===== config.mk =====
export PLATFORM = sky130hd
export DESIGN_NAME = spatial_keyword_node_summary
export DESIGN_NICKNAME = d
export VERILOG_FILES = /design/src/sv/skwn_pkg.sv /design/src/sv/skwn_ctrl.sv /design/src/sv/skwn_dp.sv /design/src/sv/spatial_keyword_node_summary.sv
export SDC_FILE = /design/constraint.sdc
export NUM_CORES = 2
export LEC_CHECK = 0
export ABC_AREA = 1
export BUFFER_PORTS_ARGS = -buffer_cell sky130_fd_sc_hd__buf_2
export CAP_MARGIN = 20
export CORE_ASPECT_RATIO = 0.8
export CORE_UTILIZATION = 50
export CTS_CLUSTER_DIAMETER = 50
export DETAILED_ROUTE_END_ITERATION = 8
export GPL_ROUTABILITY_DRIVEN = 0
export PLACE_DENSITY = 0.77
export REMOVE_ABC_BUFFERS = 1
export SYNTH_ARGS = -nofsm -noshare
export SYNTH_HDL_FRONTEND = slang
export SYNTH_HIERARCHICAL = 1
export SYNTH_SLANG_ARGS = --single-unit

===== constraint.sdc =====
create_clock -name clk -period 12 [get_ports clk]
set_input_delay 3 -clock clk [delete_from_list [all_inputs] [get_ports clk]]
set_output_delay 3 -clock clk [all_outputs]
set_load 0.01 [all_outputs]

===== src/sv/skwn_pkg.sv =====
// ----------------------------------------------------------------------------
// skwn_pkg
// Shared types and constants for the spatial keyword node summary block.
// ----------------------------------------------------------------------------
package skwn_pkg;

  localparam logic OP_ADD    = 1'b0;
  localparam logic OP_FINISH = 1'b1;

  localparam logic signed [31:0] COORD_MAX = 32'sh7FFF_FFFF;
  localparam logic signed [31:0] COORD_MIN = 32'sh8000_0000;
  localparam logic [15:0]        DIST_MAX  = 16'hFFFF;

  typedef struct packed {
    logic add;
    logic emit;
    logic clear;
  } cmd_t;

  typedef struct packed {
    logic any_point;
    logic pos_last;
  } status_t;

endpackage


===== src/sv/skwn_ctrl.sv =====
// ----------------------------------------------------------------------------
// skwn_ctrl
// Controller: input handshake, finish walk sequencing and output beat valid.
// ----------------------------------------------------------------------------
module skwn_ctrl (
  input  logic             clk,
  input  logic             rst_n,
  input  logic             in_valid,
  output logic             in_ready,
  input  logic             in_opcode,
  output logic             out_valid,
  input  logic             out_ready,
  input  skwn_pkg::status_t sts,
  output skwn_pkg::cmd_t    cmd
);

  typedef enum logic {
    ST_IDLE,
    ST_EMIT
  } state_t;

  state_t state_r, state_nxt;
  logic   out_valid_r, out_valid_nxt;
  logic   load_ok;

  assign load_ok   = !out_valid_r || out_ready;
  assign in_ready  = (state_r == ST_IDLE);
  assign out_valid = out_valid_r;

  always_comb begin
    state_nxt     = state_r;
    out_valid_nxt = out_valid_r && !out_ready;
    cmd           = '0;
    case (state_r)
      ST_IDLE: begin
        if (in_valid) begin
          if (in_opcode == skwn_pkg::OP_ADD) begin
            cmd.add = 1'b1;
          end else begin
            state_nxt = ST_EMIT;
          end
        end
      end
      ST_EMIT: begin
        if (load_ok) begin
          cmd.emit      = 1'b1;
          out_valid_nxt = 1'b1;
          if (!sts.any_point || sts.pos_last) begin
            cmd.clear = 1'b1;
            state_nxt = ST_IDLE;
          end
        end
      end
      default: begin
        state_nxt = ST_IDLE;
      end
    endcase
  end

  always_ff @(posedge clk) begin
    if (!rst_n) begin
      state_r     <= ST_IDLE;
      out_valid_r <= 1'b0;
    end else begin
      state_r     <= state_nxt;
      out_valid_r <= out_valid_nxt;
    end
  end

endmodule


===== src/sv/skwn_dp.sv =====
// ----------------------------------------------------------------------------
// skwn_dp
// Datapath: bounding box, keyword union, per-keyword minimum distance lanes,
// walk position counters and the output beat register.
// ----------------------------------------------------------------------------
module skwn_dp #(
  parameter int DIMENSIONS = 8
) (
  input  logic                clk,
  input  logic                rst_n,
  input  skwn_pkg::cmd_t      cmd,
  output skwn_pkg::status_t   sts,
  input  logic signed [31:0]  in_point_x,
  input  logic signed [31:0]  in_point_y,
  input  logic [7:0]          in_keyword_mask,
  input  logic [2:0]          in_dim_index,
  input  logic [15:0]         in_distance,
  output logic [2:0]          out_table_row,
  output logic [2:0]          out_table_col,
  output logic [15:0]         out_min_distance,
  output logic signed [31:0]  out_box_min_x,
  output logic signed [31:0]  out_box_min_y,
  output logic signed [31:0]  out_box_max_x,
  output logic signed [31:0]  out_box_max_y,
  output logic [7:0]          out_keyword_union,
  output logic                out_node_nonempty,
  output logic                out_last
);

  localparam int                IDX_W    = (DIMENSIONS > 1) ? $clog2(DIMENSIONS) : 1;
  localparam logic [IDX_W-1:0]  LAST_IDX = IDX_W'(DIMENSIONS - 1);
  localparam logic [3:0]        DIM_LIM  = 4'(DIMENSIONS);
  localparam logic [7:0]        KW_MASK  = 8'((9'd1 << DIMENSIONS) - 9'd1);

  logic signed [31:0] low_x_r, low_y_r, high_x_r, high_y_r;
  logic [7:0]         seen_r;
  logic               any_point_r;
  logic [IDX_W-1:0]   row_r, col_r;
  logic [15:0]        tab_r   [DIMENSIONS][DIMENSIONS];
  logic [DIMENSIONS-1:0] valid_r [DIMENSIONS];

  logic [7:0]         kw;
  logic               dim_ok;
  logic [IDX_W-1:0]   col_sel;
  logic [15:0]        lane_rd [DIMENSIONS];
  logic [DIMENSIONS-1:0] lane_wr;
  logic               pos_last;
  logic [15:0]        entry;

  assign kw       = in_keyword_mask & KW_MASK;
  assign dim_ok   = ({1'b0, in_dim_index} < DIM_LIM);
  assign col_sel  = cmd.emit ? col_r : in_dim_index[IDX_W-1:0];
  assign pos_last = (row_r == LAST_IDX) && (col_r == LAST_IDX);

  assign sts.any_point = any_point_r;
  assign sts.pos_last  = pos_last;

  always_comb begin
    for (int r = 0; r < DIMENSIONS; r++) begin
      lane_rd[r] = valid_r[r][col_sel] ? tab_r[r][col_sel] : skwn_pkg::DIST_MAX;
      lane_wr[r] = cmd.add && dim_ok && kw[r] && (in_distance < lane_rd[r]);
    end
  end

  assign entry = seen_r[row_r] ? lane_rd[row_r] : 16'd0;

  always_ff @(posedge clk) begin
    for (int r = 0; r < DIMENSIONS; r++) begin
      if (lane_wr[r]) begin
        tab_r[r][col_sel] <= in_distance;
      end
    end
  end

  always_ff @(posedge clk) begin
    if (!rst_n || cmd.clear) begin
      low_x_r     <= skwn_pkg::COORD_MAX;
      low_y_r     <= skwn_pkg::COORD_MAX;
      high_x_r    <= skwn_pkg::COORD_MIN;
      high_y_r    <= skwn_pkg::COORD_MIN;
      seen_r      <= '0;
      any_point_r <= 1'b0;
      row_r       <= '0;
      col_r       <= '0;
      for (int r = 0; r < DIMENSIONS; r++) begin
        valid_r[r] <= '0;
      end
    end else begin
      if (cmd.add) begin
        if (in_point_x < low_x_r)  low_x_r  <= in_point_x;
        if (in_point_y < low_y_r)  low_y_r  <= in_point_y;
        if (in_point_x > high_x_r) high_x_r <= in_point_x;
        if (in_point_y > high_y_r) high_y_r <= in_point_y;
        seen_r      <= seen_r | kw;
        any_point_r <= 1'b1;
        for (int r = 0; r < DIMENSIONS; r++) begin
          if (lane_wr[r]) begin
            valid_r[r][col_sel] <= 1'b1;
          end
        end
      end
      if (cmd.emit) begin
        if (col_r == LAST_IDX) begin
          col_r <= '0;
          row_r <= row_r + 1'b1;
        end else begin
          col_r <= col_r + 1'b1;
        end
      end
    end
  end

  always_ff @(posedge clk) begin
    if (cmd.emit) begin
      if (any_point_r) begin
        out_table_row     <= 3'(row_r);
        out_table_col     <= 3'(col_r);
        out_min_distance  <= entry;
        out_box_min_x     <= low_x_r;
        out_box_min_y     <= low_y_r;
        out_box_max_x     <= high_x_r;
        out_box_max_y     <= high_y_r;
        out_keyword_union <= seen_r;
        out_node_nonempty <= 1'b1;
        out_last          <= pos_last;
      end else begin
        out_table_row     <= '0;
        out_table_col     <= '0;
        out_min_distance  <= '0;
        out_box_min_x     <= '0;
        out_box_min_y     <= '0;
        out_box_max_x     <= '0;
        out_box_max_y     <= '0;
        out_keyword_union <= '0;
        out_node_nonempty <= 1'b0;
        out_last          <= 1'b1;
      end
    end
  end

endmodule


===== src/sv/spatial_keyword_node_summary.sv =====
// ----------------------------------------------------------------------------
// spatial_keyword_node_summary
// Leaf node summary builder: bounding box, keyword union and per-keyword
// minimum distance table, emitted entry by entry on a finish item.
//
//   Channel  Direction  Handshake              Beat
//   in_      input      in_valid / in_ready    one add or finish item
//   out_     output     out_valid / out_ready  one table entry with box
//
// An add item updates one column of each keyword lane whose mask bit is set
// and whose entry exceeds its distance. A finish item walks the table row by
// row at one beat per cycle unless stalled: DIMENSIONS*DIMENSIONS beats, or a
// single beat for an empty node. No new item is taken until the last walk
// beat is loaded into the output register. A stalled output holds its beat and
// pauses the walk. Reset is synchronous and clears all summary state at once.
// ----------------------------------------------------------------------------
module spatial_keyword_node_summary #(
  parameter int DIMENSIONS = 8
) (
  input  logic               clk,
  input  logic               rst_n,
  input  logic               in_valid,
  output logic               in_ready,
  input  logic               in_opcode,
  input  logic signed [31:0] in_point_x,
  input  logic signed [31:0] in_point_y,
  input  logic [7:0]         in_keyword_mask,
  input  logic [2:0]         in_dim_index,
  input  logic [15:0]        in_distance,
  output logic               out_valid,
  input  logic               out_ready,
  output logic [2:0]         out_table_row,
  output logic [2:0]         out_table_col,
  output logic [15:0]        out_min_distance,
  output logic signed [31:0] out_box_min_x,
  output logic signed [31:0] out_box_min_y,
  output logic signed [31:0] out_box_max_x,
  output logic signed [31:0] out_box_max_y,
  output logic [7:0]         out_keyword_union,
  output logic               out_node_nonempty,
  output logic               out_last
);

  skwn_pkg::cmd_t    cmd;
  skwn_pkg::status_t sts;

  skwn_ctrl u_ctrl (
    .clk       (clk),
    .rst_n     (rst_n),
    .in_valid  (in_valid),
    .in_ready  (in_ready),
    .in_opcode (in_opcode),
    .out_valid (out_valid),
    .out_ready (out_ready),
    .sts       (sts),
    .cmd       (cmd)
  );

  skwn_dp #(
    .DIMENSIONS (DIMENSIONS)
  ) u_dp (
    .clk               (clk),
    .rst_n             (rst_n),
    .cmd               (cmd),
    .sts               (sts),
    .in_point_x        (in_point_x),
    .in_point_y        (in_point_y),
    .in_keyword_mask   (in_keyword_mask),
    .in_dim_index      (in_dim_index),
    .in_distance       (in_distance),
    .out_table_row     (out_table_row),
    .out_table_col     (out_table_col),
    .out_min_distance  (out_min_distance),
    .out_box_min_x     (out_box_min_x),
    .out_box_min_y     (out_box_min_y),
    .out_box_max_x     (out_box_max_x),
    .out_box_max_y     (out_box_max_y),
    .out_keyword_union (out_keyword_union),
    .out_node_nonempty (out_node_nonempty),
    .out_last          (out_last)
  );

endmodule

==> impl_metrics.ini <==
[synth]
number_of_flops_mapped_to_enable_cells_by_yosys = 1208
ys_types = 56
synth.top_cells.by_area = edfxtp_1, nand2_1, dfxtp_1, ha_1, inv_1
synth_flop_type = edfxtp_1
synthesis.instances = 5471
synth_top_cell_area_share_pct = 59.79
yosysWarningCount = 6
avgSynthCellArea_um2 = 11.09
synth_seq_cells = 1393
synth-async-reset-ratio_pct = 0
syn_area_um2 = 60670
ys_seq_area_share_pct = 65.90
yosysTopAreaCell = edfxtp_1

[routing]
drt.antenna.violating_nets = 0
route.layer.met1.wl_um = 66410
detailedRoute.firstPassIterationCount = 6
wire_length_after_detailed_routing_um = 175700
initialDrtViolationCount = 7294
remaining_drc_errors = 0
viasPerCell = 5.946
top_layer_used = met5
route.met3.wl_um = 27020
dr_total_vias = 44380
post_drt_wl_per_cell_um = 23.55
detailroute.wirelength.met2_um = 75260

[critical_path]
start_kind = input pin
setup_slack_of_the_worst_register_to_register_path_ns = 4.83
endpoint_kind = flop
critical_path_required_ns = 12.47
worst_setup_path_startpoint = out_ready
timing_worst_setup_path_type = input pin to flop
critical_path_peak_fanout = 97
crit-reg2reg-launch = u_ctrl/out_valid
arrival_time_at_the_worst_endpoint_ns = 9.68
r2r_end = u_dp/tab_r[0][100]
reg2regPathDepth = 21
critical_path_capture_point = u_dp/tab_r[0][100]

[die]
number_of_rows_created_at_floorplan = 113
core_region_area_um2 = 119500
die_area_um2 = 122700
die_height_um = 313.6
die_width_um = 391.5
ioPinCount = 258
initial_utilization_pct = 50.78

[layout]
final_layout_size_suffix_gt1_share_pct = 11.37
postLayoutCellArea_um2 = 68240
leading_cell_type_in_the_layout_fill_and_taps_excluded = nand2_1
multi_input_comb_area_um2 = 17290
finish.net_count = 6090
fill_cells = 9434
area_delta_synth_final_pct = 12.47
final_cell_count_no_fill = 7463
seq_area_um2 = 39980
layout.cells.most_common_list = nand2_1, edfxtp_1, inv_1

[power_and_ir_drop]
power_density_nw_per_um2 = 158.8
worst_ir_drop_vdd_uv = 130.4
power_leakage_nw = 28.25

[clock_tree]
buffer_levels_on_the_longest_clock_path = 3
post-cts-setup-buffers = 0
tritoncts = yes
tritoncts.num_buffers = 134
ctsHtreeMaxLevel = 4
clk_pin_slew_worst_paths_ns = 0.06
cts_hold_buf = 0
clock_latency_reported_for_the_late_side_of_the_worst_skew_pair_ns = 0.76
postCtsResizedCells = 0
ctsRootBufferMaster = clkbuf_16
clock_sink_count = 1393

[run]
number_of_max_cap_violations = 0

[timing]
slew_viols_final = 0
timing.clock.skew_ns = 0.02771
final_period_utilization_pct = 76.75
grt_setup_unrepaired = false
timing.setup.tns_ns = 0
relSlewSlack_pct = 24.26
report.final.hold_viol_count = 0
timing.final.setup_violations = 0
worst_slew_pin_slew_ns = 1.136
maxClockFrequency_mhz = 108.6
period_needed_ns = 9.210

[global_routing]
first_pass_grt_wire_length_um = 258500
globalRouteOverflowTotal = 0
grt_pass1_vias = 41370
groute.usage.overall_pct = 28.24
antenna_found_initial = 12
pin_count_of_the_biggest_net_entering_global_routing = 110

[run_status]
outcome = finished, final reports clean

[min_path]
hold_path.class = flop to flop

[placed_design]
hpwlAfterDp_um = 108700
placement.cell_area_um2 = 63790
port_buffers = 257
placed_cells_incl_taps = 7215
==> logic make-up (layout without fill, tap and decap cells) <==
family / Yosys count / count (layout) / synth area share (%)
simple gates: 2329 / 2329 / 16.26
flops: 1393 / 1393 / 65.90
buf+inv: 834 / 1213 / 5.684
compound gates: 665 / 665 / 7.008
fa+ha+maj: 250 / 250 / 5.156
other cells: 0 / 3 / 0
==> state kept, by name, indices dropped and copies added (netlist names), 32 cells and up <==
| register | cells |
|---|---|
| u_dp/low_y_r | 32 |
| u_dp/out_box_max_x | 32 |
| u_dp/tab_r | 1024 |
| u_dp/out_box_max_y | 32 |
| u_dp/out_box_min_x | 32 |
| u_dp/high_y_r | 32 |
| u_dp/high_x_r | 32 |
| u_dp/out_box_min_y | 32 |
| u_dp/valid_r | 64 |
| u_dp/low_x_r | 32 |
==> worst max-delay path, cell delays in order <==
cell and delay, ns:
buf_2 0.08, inv_1 0.03, nand2_1 0.07, nand2_1 0.17
inv_8 0.60, nand2_4 0.57, nand2_8 0.61, nand3_2 0.41
buf_4 0.38, inv_4 0.51, buf_4 0.47, a22oi_1 0.14
and2_1 0.22, nand4_1 0.09, inv_1 0.07, ha_1 0.30
nand2_1 0.08, nand3_1 0.06, nor4_1 0.26, buf_4 0.22
nand2_2 0.18, nor2_1 0.70, buf_6 0.24
==> power breakdown <==
group / switching (mW) / leakage, nW / internal (mW) / total (mW)
Combinational: 0.852 / 13.6 / 0.336 / 1.19
Clock: 1.85 / 2.13 / 2.39 / 4.24
Sequential: 0.0476 / 12.5 / 5.36 / 5.41
==> stage by stage <==
step           worst slack, ns  hold slack [ns]  utilization, %  power (mW)
2_1_floorplan           -2.064           0.4271               -       6.172
3_3_place_gp             2.257           0.4372           53.37       6.614
3_5_place_dp             2.275           0.4399           53.39       6.648
4_1_cts                  3.037           0.4533           57.05       10.82
5_1_grt                  2.434           0.4661           57.11       11.15
6_report                 2.790           0.4548           57.11       10.83
==> cell usage after synthesis, types with 5 or more instances <==
cell type	number
nand2_1	1400
edfxtp_1	1208
inv_1	563
nor2_1	349
nand3_1	338
a21oi_1	261
ha_1	250
dfxtp_1	185
nand4_1	123
a22oi_1	116
clkbuf_1	98
buf_2	92
o21ai_0	76
a211oi_1	42
a221oi_1	41
o22ai_1	36
and3_1	29
buf_4	26
buf_1	24
nor3_1	23
a22o_1	17
nand2_2	17
o2bb2ai_1	16
buf_6	14
inv_2	14
o211ai_1	14
and2_1	12
nor4_1	8
o21ai_1	8
o21a_1	6
a221oi_2	5
nand3_2	5
nor3_2	5
==> routing by layer <==
metal	track usage, %	vias to the layer above
met5	0	-
li1	-	19540
met4	10.48	20
met3	9.142	518
met1	38.98	21090
met2	41.69	3208
==> worst min-delay path by stage <==
stage / start / end / slack [ns] / depth (start not counted)
2_1_floorplan: u_dp/valid_r[0][25] / u_dp/valid_r[0][25] / 0.43 / 2
3_3_place_gp: u_dp/valid_r[1][1] / u_dp/valid_r[1][1] / 0.44 / 2
3_5_place_dp: u_dp/valid_r[0][13] / u_dp/valid_r[0][13] / 0.44 / 2
4_1_cts: u_dp/valid_r[0][7] / u_dp/valid_r[0][7] / 0.45 / 2
5_1_grt: u_dp/valid_r[0][8] / u_dp/valid_r[0][8] / 0.47 / 2
6_report: u_dp/valid_r[0][13] / u_dp/valid_r[0][13] / 0.45 / 2
==> layout make-up <==
cell class,count,area share (%)
Clock buffer,159,5.191
Antenna cell,3,0.01100
Multi-Input combinational cell,3244,25.34
Inverter,580,3.224
Clock inverter,83,1.207
Sequential cell,1393,58.60
Tap cell,1610,2.952
Timing Repair Buffer,391,3.484
Power figures use the tool's default switching activity.
